`config.mk`:
```
export PLATFORM = sky130hd
export DESIGN_NAME = r0s_fifo
export DESIGN_NICKNAME = d
export VERILOG_FILES = /design/src/sv/r0s_pkg.sv /design/src/sv/r0s_fifo.sv
export SDC_FILE = /design/constraint.sdc
export NUM_CORES = 1
export LEC_CHECK = 0
export BUFFER_PORTS_ARGS = -buffer_cell sky130_fd_sc_hd__buf_2
export CAP_MARGIN = 10
export CORE_ASPECT_RATIO = 1.25
export CORE_MARGIN = 5
export CORE_UTILIZATION = 35
export DETAILED_ROUTE_END_ITERATION = 8
export SLEW_MARGIN = 20
export SYNTH_ARGS = -nofsm -noshare
export SYNTH_HDL_FRONTEND = slang
export SYNTH_SLANG_ARGS = --single-unit
export TNS_END_PERCENT = 30
```
`constraint.sdc`:
```
create_clock -name clk -period 15.95 [get_ports clk]
set_input_delay 0.7975 -clock clk [delete_from_list [all_inputs] [get_ports clk]]
set_output_delay 0.7975 -clock clk [all_outputs]
set_load 0.02 [all_outputs]
```
`src/sv/r0s_pkg.sv`:
```
// ----------------------------------------------------------------------------
// r0s_pkg
// Shared types and constants for the RAID0 request splitter.
// ----------------------------------------------------------------------------
`default_nettype none

package r0s_pkg;

    localparam int OFF_W     = 48;   // array / disk byte offset
    localparam int LEN_W     = 32;   // request byte count
    localparam int CS_W      = 23;   // chunk size in sectors
    localparam int MC_W      = 5;    // member count register
    localparam int DISK_W    = 4;    // member disk index
    localparam int SECT_SH   = 9;    // 512-byte sectors
    localparam int PAGE_SH   = 12;   // 4096-byte pages
    localparam int DIV_W     = 40;   // (end position >> 9) needs 40 bits
    localparam int POS_W     = 50;   // internal disk position width
    localparam int MAX_MEMBERS = 16;
    localparam int CFG_IDX_W = 1;

    localparam logic [CFG_IDX_W-1:0] CFG_CHUNK_SECTORS = 1'd0;
    localparam logic [CFG_IDX_W-1:0] CFG_MEMBER_COUNT  = 1'd1;

    localparam logic STATUS_OK      = 1'b0;
    localparam logic STATUS_BAD_CFG = 1'b1;

    localparam logic KIND_READ  = 1'b0;
    localparam logic KIND_WRITE = 1'b1;

    // Work descriptor handed from the front end to the back end
    typedef struct packed {
        logic              err;
        logic              lead;       // a single leading piece goes first
        logic [DISK_W-1:0] lead_disk;
        logic [OFF_W-1:0]  lead_off;
        logic [LEN_W-1:0]  lead_len;
        logic              stripe;     // striped span follows
        logic [DISK_W-1:0] ms;         // start disk of the span
        logic [DISK_W-1:0] me;         // end disk of the span
        logic [DISK_W-1:0] last_disk;  // last disk that gets a piece
        logic [LEN_W-1:0]  s;          // chunk bytes
        logic [LEN_W-1:0]  ws;         // start offset within chunk
        logic [LEN_W-1:0]  wep1;       // end offset within chunk, plus one
        logic [POS_W-1:0]  base_s;     // disk position of start chunk row
        logic [POS_W-1:0]  base_e;     // disk position of end chunk row
    } r0s_desc_t;

    typedef enum logic [4:0] {
        F_IDLE = 5'b00001,
        F_DIV1 = 5'b00010,
        F_DIV2 = 5'b00100,
        F_MUL  = 5'b01000,
        F_PUSH = 5'b10000
    } r0s_fstate_t;

endpackage

`default_nettype wire

```
`src/sv/r0s_fifo.sv`:
```
// ----------------------------------------------------------------------------
// r0s_fifo
// Two-entry descriptor queue between front end and back end.
// ----------------------------------------------------------------------------
`default_nettype none

module r0s_fifo
    import r0s_pkg::*;
(
    input  wire logic      clk,
    input  wire logic      rst_n,
    input  wire logic      push,
    input  r0s_desc_t      wdata,
    output logic           full,
    input  wire logic      pop,
    output r0s_desc_t      rdata,
    output logic           empty
);

    r0s_desc_t  mem_reg [2];
    logic       wp_reg, rp_reg;
    logic [1:0] cnt_reg;

    assign full  = (cnt_reg == 2'd2);
    assign empty = (cnt_reg == 2'd0);
    assign rdata = mem_reg[rp_reg];

    always_ff @(posedge clk or negedge rst_n)
    begin
        if (!rst_n)
        begin
            wp_reg  <= 1'b0;
            rp_reg  <= 1'b0;
            cnt_reg <= '0;
        end
        else
        begin
            if (push)
                wp_reg <= ~wp_reg;
            if (pop)
                rp_reg <= ~rp_reg;
            cnt_reg <= cnt_reg + {1'b0, push} - {1'b0, pop};
        end
    end

    always_ff @(posedge clk)
    begin
        if (push)
            mem_reg[wp_reg] <= wdata;
    end

endmodule

`default_nettype wire

```
; ---- Word-level counts from Yosys, hierarchy flattened
; Memory sizes are Yosys's and may differ from the RTL's.
; Index checks and enable logic that the tools add are counted.
[word_totals]
inputBits = 299
ff_bits = 4
mem_count = 1
ramBits = 590
[memory_table]
columns = name, words, word_bits, rd, rd_clocked_by_memory_dff, wr, line
row1 = mem_reg, 2, 295, 1, 0, 1, r0s_fifo.sv:20  ; r0s_desc_t mem_reg [2];
[classes]
add_sub_neg = 2
n_reduce_logical = 1
muxes = 2
n_bitwise = 2
n_eq_ne = 1
[op_table]
columns = cell, count
row1 = $add A2 B1 Y2, 1
row2 = $eq A2 B2 Y1 const B, 1
row3 = $logic_not A2 Y1, 1
row4 = $mux W1, 2
row5 = $not A1 Y1, 2
row6 = $sub A2 B1 Y2, 1

; ---- Depth between registers and ports, before layout
; Gate-level depths: netlist of the first run.
[logic_depth]
depth_word = 2
depth_mapped = 5

; ---- Least setup slack after synthesis of the first run
; No wires, ideal clock.
[synth_timing]
kind = input -> register
from = in push
to = mem mem_reg[0][0] (netlist bit) (enable)
stages = 1
n_path_buf = 0
t_required_ns = 14.958
setup_slack_ns = 1.479
arrival_time_ns = 13.479
path_cell_list = nor2b_1
[synth_between]
elab_chain_len = 2
[synth_lines]
columns = element, line
row1 = start: declaration, r0s_fifo.sv:12  ; input wire logic push,
row2 = $mux W1, r0s_fifo.sv:48  ; if (push)
row3 = $mux W1 (implied by the code), r0s_fifo.sv:49  ; mem_reg[wp_reg] <= wdata;
row4 = end: declaration, r0s_fifo.sv:20
; Every way passes these cells.

==> run metrics, run 1 <==
crit-path leading delay family buffers and inverters; worst endpoint required time between 15 and 20 ns; Die X-Extent ~240 um; Placeable Area ~64000 sq um; dpl hpwl 35700 um; register area share after synthesis 79.3%; CTS tree done; 1st-pass router iterations 4; clk_skew approximately 0.014 ns; TNS Setup 0 ns; R2R cell count 3; Netlist cell types 13; hold depth 1; Max VDD drop 0.130 mV; H-tree levels 2; GRT overflow 0; Via density approximately 4.5; register clock-pin slew on the reported worst setup and hold paths 0.06 ns; via count 11.0k; worst skew pair latency 0.60 ns; hold endpoint mem_reg[1][220]; Slew Limit Fails 0; RSZ-0062 raised after global routing no; WL/cell 20.4 um; Worst R2R Start wp_reg; Largest register FFs between 500 and 600; # rows 104; period utilization 33.9%; element type at the critical path end output port; r2r setup slk 12.53 ns; PortBufs 595; Cell Chain, Critical Path buf_4, buf_4, buf_4, mux2_4, buf_2; first-pass GRT wire length 72900 um; fmax approximately 190 MHz; kind of critical path reg -> out; Antenna Violating Nets Remaining 0; Initial Utilization 35.1%; top post-synthesis cells by area edfxtp_1, mux2_4, mux2_2, buf_6, dfrtp_1; hold_sp wdata[220]; DIE AREA 69400 sq um; Post-Synthesis Cells 933; largest stage delay on the critical path 0.91 ns; Syn Std Cell Area 22500 sq um; startpoint class of the critical path flip-flop; CTS root buf clkbuf_16; multi-input logic area 4320 sq um; clk sinks 594; post-layout min period 5.40 ns; number of global-route vias before repair 11.9k; Pwr per Cell Area 190 nW/um^2; initial antenna violation count 11; critical-path maximum fanout 56; share of layout cells above drive strength 1 61.5%; final hold violation count 0; most used cell, CP buf_4; final WL 50500 um; Arr. time, crit path roughly 4.6 ns; setup violators final 0; nets@finish between 1.5k and 2k; RD Place Congestion 0.785; headroom to the max-slew limit 25.0%; DRC viols 0; Clock Tree Buf Depth 3; Reg area 17800 sq um; Critical-path top delay cell buf_4; post-synth top area share 78.8%; Die Y ~300 um; most frequent cells in the layout buf_2, edfxtp_1, mux2_4; status finished, final reports clean; cell accounting for the most synthesized area edfxtp_1; gr usage total 13.7%; post-cts sizing count 0; pin count of the biggest net entering global routing 117; area delta synth->final 25.8%; number of synthesized register bits 594; DRT iter0 DRCs around 570; Fillers 5683; most common cell after layout, fill and taps aside buf_2; hold_ws 0.382 ns; Max-Cap Viols 0; Buf/Inv on CP 4; Yosys warning count 0; r2r endpoint mem_reg[0][151]; CTS buffer count 57; Worst Max-Slew Pin Slew about 1.1 ns; worst hold path class in -> reg; Synth Net Count between 1k and 1.5k; I/O pin cnt just under 600; Leakage Power 0.0112 uW; mean post-synth cell area 24.1 sq um
[worst max-delay path by stage]
stage	startpoint	end	slack (ns)	cells after the start
global route	rp_reg	rdata[193]	10.34	5
finish	rp_reg	rdata[193]	10.55	5
floorplan	push	mem_reg[0][0]	1.48	1
detailed placement	rp_reg	rdata[95]	11.17	5
global placement	rp_reg	rdata[99]	11.24	5
CTS	rp_reg	rdata[95]	10.49	5
[timing repair]
action | 4_1_cts | 5_1_grt
setup endpoints to repair | 0 | 0
buffers inserted | 0 | 0
hold buffers | 1 | 0
endpoints found under the hold margin | 4 | 0
[cells in the mapped netlist (all sizes together)]
library cell and count:
nor2 1, inv 2, and2 1, dfrtp 4, nor2b 2, xor3 1, buf 33, mux2 295
ha 2, xor2 2, edfxtp 590
[stage by stage]
stage,instances,area (sq um),util (%),power (uW),setup WS [ns]
after global routing,2470,28300,44.1,5610,10.34
after global placement,2355,26300,41.1,4040,11.24
after detailed placement,2355,26300,41.1,4050,11.17
after CTS,2462,28200,44.1,5450,10.49
final,2471,28300,44.2,5370,10.55
after floorplan,933,22500,-,3650,1.48
[final cells by class]
type,count,share of cell area [%]
Timing Repair Buffer,608,10.9
Sequential cell,594,63.0
Multi-Input combinational cell,304,15.3
Inverter,2,0.0266
Antenna cell,9,0.0797
Clock inverter,42,1.58
Tap cell,848,3.75
Clock buffer,64,5.29
[report_power, final]
| group | internal, uW | switching, uW | leakage [uW] | total [uW] |
|---|---|---|---|---|
| Clock | 819 | 563 | 0.000951 | 1380 |
| Combinational | 773 | 1050 | 0.00466 | 1820 |
| Sequential | 2070 | 91.4 | 0.00558 | 2170 |
| Total | 3670 | 1700 | 0.0112 | 5370 |
[kinds of logic (layout without fill, tap and decap cells)]
group	after synthesis	in the layout	share of synthesized area (%)
adder cells (fa/ha/maj)	2	2	0.111
flip-flops	594	594	79.3
multiplexers	295	295	18.8
XOR/XNOR	3	3	0.184
buffers and inverters	35	716	1.55
AND/OR/NAND/NOR	4	4	0.100
other	0	9	0
[worst register-to-register path, cell delays in order, from the launching register on]
cell	delay, ns
dfrtp_1	0.43
nor2b_4	0.66
buf_4	0.90
buf_4	0.95
[per-layer routing]
metal  vias up  track usage (%)  routed length [um]
li1       5012                -                   -
met1      5508             15.5               19000
met2       408             24.1               26100
met3        91             4.59                3680
met4         4             5.18                1680
met5         -                0                  23
(Power assumes the default switching activity.)
==> inputs of run 2 (changes only) <==
==> constraint.sdc (replaced) <==
create_clock -name clk -period 5.1 [get_ports clk]
set_input_delay 0.255 -clock clk [delete_from_list [all_inputs] [get_ports clk]]
set_output_delay 0.255 -clock clk [all_outputs]
set_load 0.02 [all_outputs]
==> run metrics, run 2 (same netlist as run 1, synthesis figures left out) <==
CTS tree done (unchanged); post-layout min period 3.12 ns; layer with the highest usage met2 (unchanged); largest stage delay on the critical path 0.96 ns (was 0.91 ns); worst endpoint required time 4.85 ns (was 15.15 ns); Cell Chain, Critical Path buf_4, mux2_2, buf_2 (was buf_4, buf_4, buf_4, mux2_4, buf_2); grt met1 use 16.1% (was 15.5%); Pwr per Cell Area 550 nW/um^2 (was 190 nW/um^2); post-cts sizing count 0 (unchanged); met3 Use GR 4.15% (was 4.59%); Die Y 293 um (unchanged); Placeable Area 64000 sq um (unchanged); clk_skew 0.0232 ns (was 0.0143 ns); Arr. time, crit path 2.87 ns (was 4.60 ns); Antenna Violating Nets Remaining 0 (unchanged); Initial Utilization 35.1% (unchanged); period utilization 61.2%; setup violators final 0 (unchanged); gr usage total 14.2% (was 13.7%); WL/cell 18.9 um (was 20.4 um); via count 12.3k (was 11.0k); DIE AREA 69400 sq um (unchanged); dpl hpwl 34800 um (was 35700 um); Clock Tree Buf Depth 3 (unchanged); DRC viols 0 (unchanged); Psw 5450 uW (was 1700 uW); Reg power frac 39.2% (was 40.3%); kind of critical path reg -> out (unchanged); Max VDD drop 0.358 mV (was 0.130 mV); PortBufs 595 (unchanged); switching share of power 31.5% (was 31.7%); number of global-route vias before repair 13.4k (was 11.9k); headroom to the max-slew limit 34.8% (was 25.0%); RD Place Congestion 0.805 (was 0.785); pin count of the biggest net entering global routing 133 (was 117); fmax 320 MHz; worst skew pair latency 0.60 ns (about the same); Die X-Extent 237 um (unchanged); crit-path leading delay family flip-flops (was buffers and inverters); Leakage Power 0.0126 uW (was 0.0112 uW); worst hold path class in -> reg (unchanged); first-pass GRT wire length 77900 um (was 72900 um); Buf/Inv on CP 2 (was 4); TNS Setup 0 ns (unchanged); share of layout cells above drive strength 1 52.3% (was 61.5%); met2 Track Usage GR 26.2% (was 24.1%); Slew Limit Fails 0 (unchanged); I/O pin cnt 596 (unchanged); startpoint class of the critical path flip-flop (unchanged); most common cell after layout, fill and taps aside buf_2 (unchanged); Clock Power Share 26.5% (was 25.7%); Final Util 49.1% (was 44.2%); CTS root buf clkbuf_16 (unchanged); Critical-path top delay cell dfrtp_4 (was buf_4); critical-path maximum fanout 46 (was 56); # rows 104 (unchanged); Worst Max-Slew Pin Slew 0.978 ns (was 1.13 ns); Largest register FFs 590 (unchanged); GRT overflow 0 (unchanged); DRT iter0 DRCs 548 (was 567); clk sinks 594 (unchanged); RSZ-0062 raised after global routing no (unchanged); Max-Cap Viols 0 (unchanged); internal power 11800 uW (was 3670 uW); antenna cells 0 (was 9); element type at the critical path end output port (unchanged); most frequent cells in the layout buf_2, edfxtp_1, dlygate4sd3_1 (was buf_2, edfxtp_1, mux2_4); CTS buffer count 60 (was 57); H-tree levels 2 (unchanged); register clock-pin slew on the reported worst setup and hold paths 0.06 ns (about the same); status finished, final reports clean (unchanged); 1st-pass router iterations 4 (unchanged); area delta synth->final 40.0% (was 25.8%); final WL 52400 um (was 50500 um); Fillers 5313 (was 5683); initial antenna violation count 0 (was 11); final hold violation count 0 (unchanged); combinational power share 34.3% (was 33.9%); nets@finish 2169 (was 1868); Via density 4.43 (was 4.46)
run 2: cell types whose count changed in the layout (fill, tap and decap cells not counted), sizes merged:
cell	before	now
diode	9	0
bufinv	9	11
clkinv	27	28
clkbuf	64	68
inv	5	7
dlygate4sd3	1	299
clkinvlp	3	1
run 2: worst register-to-register path: stages (launching register included):
cell     delay [ns]
dfrtp_1        0.43
and2_4         0.72
buf_12         0.49
run 2: area by class of cell:
class	instances	area (sq um)	area share, %
flip-flops and latches	594	17800	56.6
clock inverters	45	517	1.64
clock buffers	68	1580	5.03
inverters	2	7.51	0.0239
repair buffers	906	6150	19.5
well taps	848	1060	3.37
multi-input cells	304	4320	13.7
run 2: timing repair:
action / CTS / global route
hold buffers: 299 / 0
hold endpoints to repair: 597 / 0
setup buffers: 0 / 0
run 2: through the flow:
stage	power, uW	hold slack [ns]	instances	worst slack [ns]	area, sq um
2_1_floorplan	11100	-0.0406	933	-0.125	22500
3_3_place_gp	12600	0.0830	2355	2.62	26400
3_5_place_dp	12700	0.0881	2355	2.57	26400
4_1_cts	17500	0.308	2767	1.90	31500
5_1_grt	18000	0.336	2767	1.83	31500
6_report	17300	0.368	2767	1.98	31500
run 2: path summary, 6_finish.rpt:
check / slack, ns / startpoint / cells after the start / to
max: 1.98 / rp_reg / 3 / rdata[3]
min: 0.37 / wdata[86] / 2 / mem_reg[1][86]
max reg2reg: 2.91 / wp_reg / 2 / mem_reg[1][71]
min reg2reg: 0.56 / wp_reg / 1 / wp_reg
max in group asynchronous: 4.26 / rst_n / 3 / rp_reg
min in group asynchronous: 0.60 / rst_n / 3 / wp_reg
run 2: routing by layer:
| metal | vias to the layer above | routed length, um |
|---|---|---|
| li1 | 5615 | - |
| met1 | 6096 | 19500 |
| met2 | 453 | 27900 |
| met3 | 90 | 3720 |
| met4 | 0 | 1270 |
| met5 | - | 0 |
run 2: power groups by stage:
stage               Sequential, uW  Clock, uW  Combinational (uW)
CTS                           6790       4710                6010
floorplan                     6870          0                4250
finish                        6780       4580                5930
global placement              6840          0                5780
global route                  6860       4930                6240
detailed placement            6890          0                5800
==> inputs of run 3 (changes only) <==
==> constraint.sdc (replaced) <==
create_clock -name clk -period 2.9 [get_ports clk]
set_input_delay 0.145 -clock clk [delete_from_list [all_inputs] [get_ports clk]]
set_output_delay 0.145 -clock clk [all_outputs]
set_load 0.02 [all_outputs]
==> run metrics, run 3 (same netlist as run 1, synthesis figures left out) <==
Largest register FFs 590 (unchanged); worst skew pair latency 0.58 ns (was 0.60 ns); H-tree levels 2 (unchanged); first-pass GRT wire length 80300 um (was 77900 um); WL/cell 19.4 um (was 18.9 um); most frequent cells in the layout buf_2, edfxtp_1, dlygate4sd3_1 (unchanged); Clock Tree Buf Depth 3 (unchanged); combinational power share 36.8% (was 34.3%); TNS Setup 0 ns (unchanged); clk_skew 0.00861 ns (was 0.0232 ns); r2r endpoint mem_reg[1][133] (was mem_reg[1][71]); critical-path maximum fanout 34 (was 46); Max-Cap Viols 0 (unchanged); dpl cells 2385 (was 2355); final instance area 31400 sq um (was 31500 sq um); gr usage total 14.8% (was 14.2%); area delta synth->final 39.5% (was 40.0%); hold endpoint mem_reg[1][200] (was mem_reg[1][86]); via count 12.3k (about the same); crit-path leading delay family buffers and inverters (was flip-flops); Reg power frac 40.2% (was 39.2%); worst endpoint required time 2.76 ns (was 4.85 ns); PortBufs 595 (unchanged); Worst R2R Start wp_reg (unchanged); final hold violation count 0 (unchanged); CTS buffer count 57 (was 60); internal power 19900 uW (was 11800 uW); startpoint class of the critical path flip-flop (unchanged); initial antenna violation count 2 (was 0); Critical-path top delay cell dfrtp_4 (unchanged); R2R cell count 3 (was 2); multi-input logic area 4320 sq um (unchanged); register clock-pin slew on the reported worst setup and hold paths 0.06 ns (about the same); final std cells w/o fill 2787 (was 2767); DRT iter0 DRCs 532 (was 548); final WL 54000 um (was 52400 um); Pwr per Cell Area 939 nW/um^2 (was 550 nW/um^2); DIE AREA 69400 sq um (unchanged); dpl hpwl 37500 um (was 34800 um); Placeable Area 64000 sq um (unchanged); Cell Chain, Critical Path buf_4, mux2_2, buf_2 (unchanged); kind of critical path reg -> out (unchanged); DRC viols 0 (unchanged); nets@finish 2196 (was 2169); 1st-pass router iterations 4 (unchanged); share of layout cells above drive strength 1 51.9% (was 52.3%); largest stage delay on the critical path 0.70 ns (was 0.96 ns); hold depth 2 (unchanged); number of global-route vias before repair 13.8k (was 13.4k); RSZ-0062 raised after global routing no (unchanged); element type at the critical path end output port (unchanged); CTS Hold Buffers Added 299 (unchanged); Arr. time, crit path 2.46 ns (was 2.87 ns); most common cell after layout, fill and taps aside buf_2 (unchanged); GRT overflow 0 (unchanged); Die X-Extent 237 um (unchanged); Via density 4.42 (was 4.43); setup violators final 0 (unchanged); fmax approximately 380 MHz; Initial Utilization 35.1% (unchanged); dpl cell area 26700 sq um (was 26400 sq um); I/O pin cnt 596 (unchanged); post-cts sizing count 0 (unchanged); clk sinks 594 (unchanged); pin count of the biggest net entering global routing 108 (was 133); Die Y 293 um (unchanged); RD Place Congestion 0.814 (was 0.805); status finished, final reports clean (unchanged); post-layout min period 2.60 ns; CTS root buf clkbuf_16 (unchanged); headroom to the max-slew limit 54.0% (was 34.8%); Leakage Power 0.0125 uW (was 0.0126 uW); Reg area 17800 sq um (unchanged); # rows 104 (unchanged); r2r setup slk 1.13 ns (was 2.91 ns); Antenna Violating Nets Remaining 0 (unchanged); hold_ws 0.284 ns (was 0.368 ns); CTS tree done (unchanged); worst hold path class in -> reg (unchanged); Slew Limit Fails 0 (unchanged); postcts setup bufs 0 (unchanged); Psw 9510 uW (was 5450 uW); Clock Power Share 23.0% (was 26.5%); switching share of power 32.3% (was 31.5%); Max VDD drop 0.669 mV (was 0.358 mV); Worst Max-Slew Pin Slew 0.690 ns (was 0.978 ns); hold_sp wdata[200] (was wdata[86]); pre-CTS setup slack 0.893 ns (was 2.57 ns); Fillers 5343 (was 5313); period utilization 89.7%; Buf/Inv on CP 2 (unchanged); slack of the critical path 0.298 ns (was 1.98 ns)
run 3: changes by cell type in the layout (fill, tap and decap cells not counted), sizes merged:
cell,before,now
diode,0,3
inv,7,2
buf,607,637
clkinvlp,1,2
bufinv,11,2
clkbuf,68,72
clkinv,28,24
run 3: worst register-to-register path: stages (launching register included):
cell	delay (ns)
dfrtp_1	0.42
and2_4	0.46
buf_12	0.29
buf_12	0.28
run 3: power groups by stage:
stage	clock network (uW)	logic, uW	registers (uW)
after CTS	6990	11000	11900
after detailed placement	0	10600	12000
after global routing	7360	11400	12000
final	6760	10800	11800
after floorplan	0	7480	12100
after global placement	0	10600	12000
run 3: how the worst max path moves through the flow:
stage            from       endpoint  slack, ns  depth (start not counted)
2_1_floorplan  wp_reg  mem_reg[0][0]      -2.32                          1
3_3_place_gp   rp_reg       rdata[3]       0.93                          3
3_5_place_dp   rp_reg       rdata[2]       0.89                          3
4_1_cts        rp_reg       rdata[2]       0.24                          3
5_1_grt        rp_reg       rdata[3]       0.18                          3
6_report       rp_reg       rdata[3]       0.30                          3
run 3: metal layers:
metal  wire, um  up-vias  track usage (%)
met5          0        -                0
met3       3600      118             3.74
met2      28400      469             27.0
li1           -     5658                -
met4       2260        0             6.04
met1      19700     6073             16.5
run 3: cell type report:
class | count | area share [%]
timing repair buffer | 936 | 20.6
clock inverter | 28 | 0.583
tap | 848 | 3.38
antenna | 3 | 0.0239
sequential | 594 | 56.8
multi-input combinational | 304 | 13.8
inverter | 2 | 0.0239
clock buffer | 72 | 4.73
run 3: stage by stage:
step	utilization, %	power (uW)
CTS	49.0	29800
finish	49.0	29400
detailed placement	41.7	22600
global placement	41.7	22500
global route	49.0	30700
floorplan	-	19600
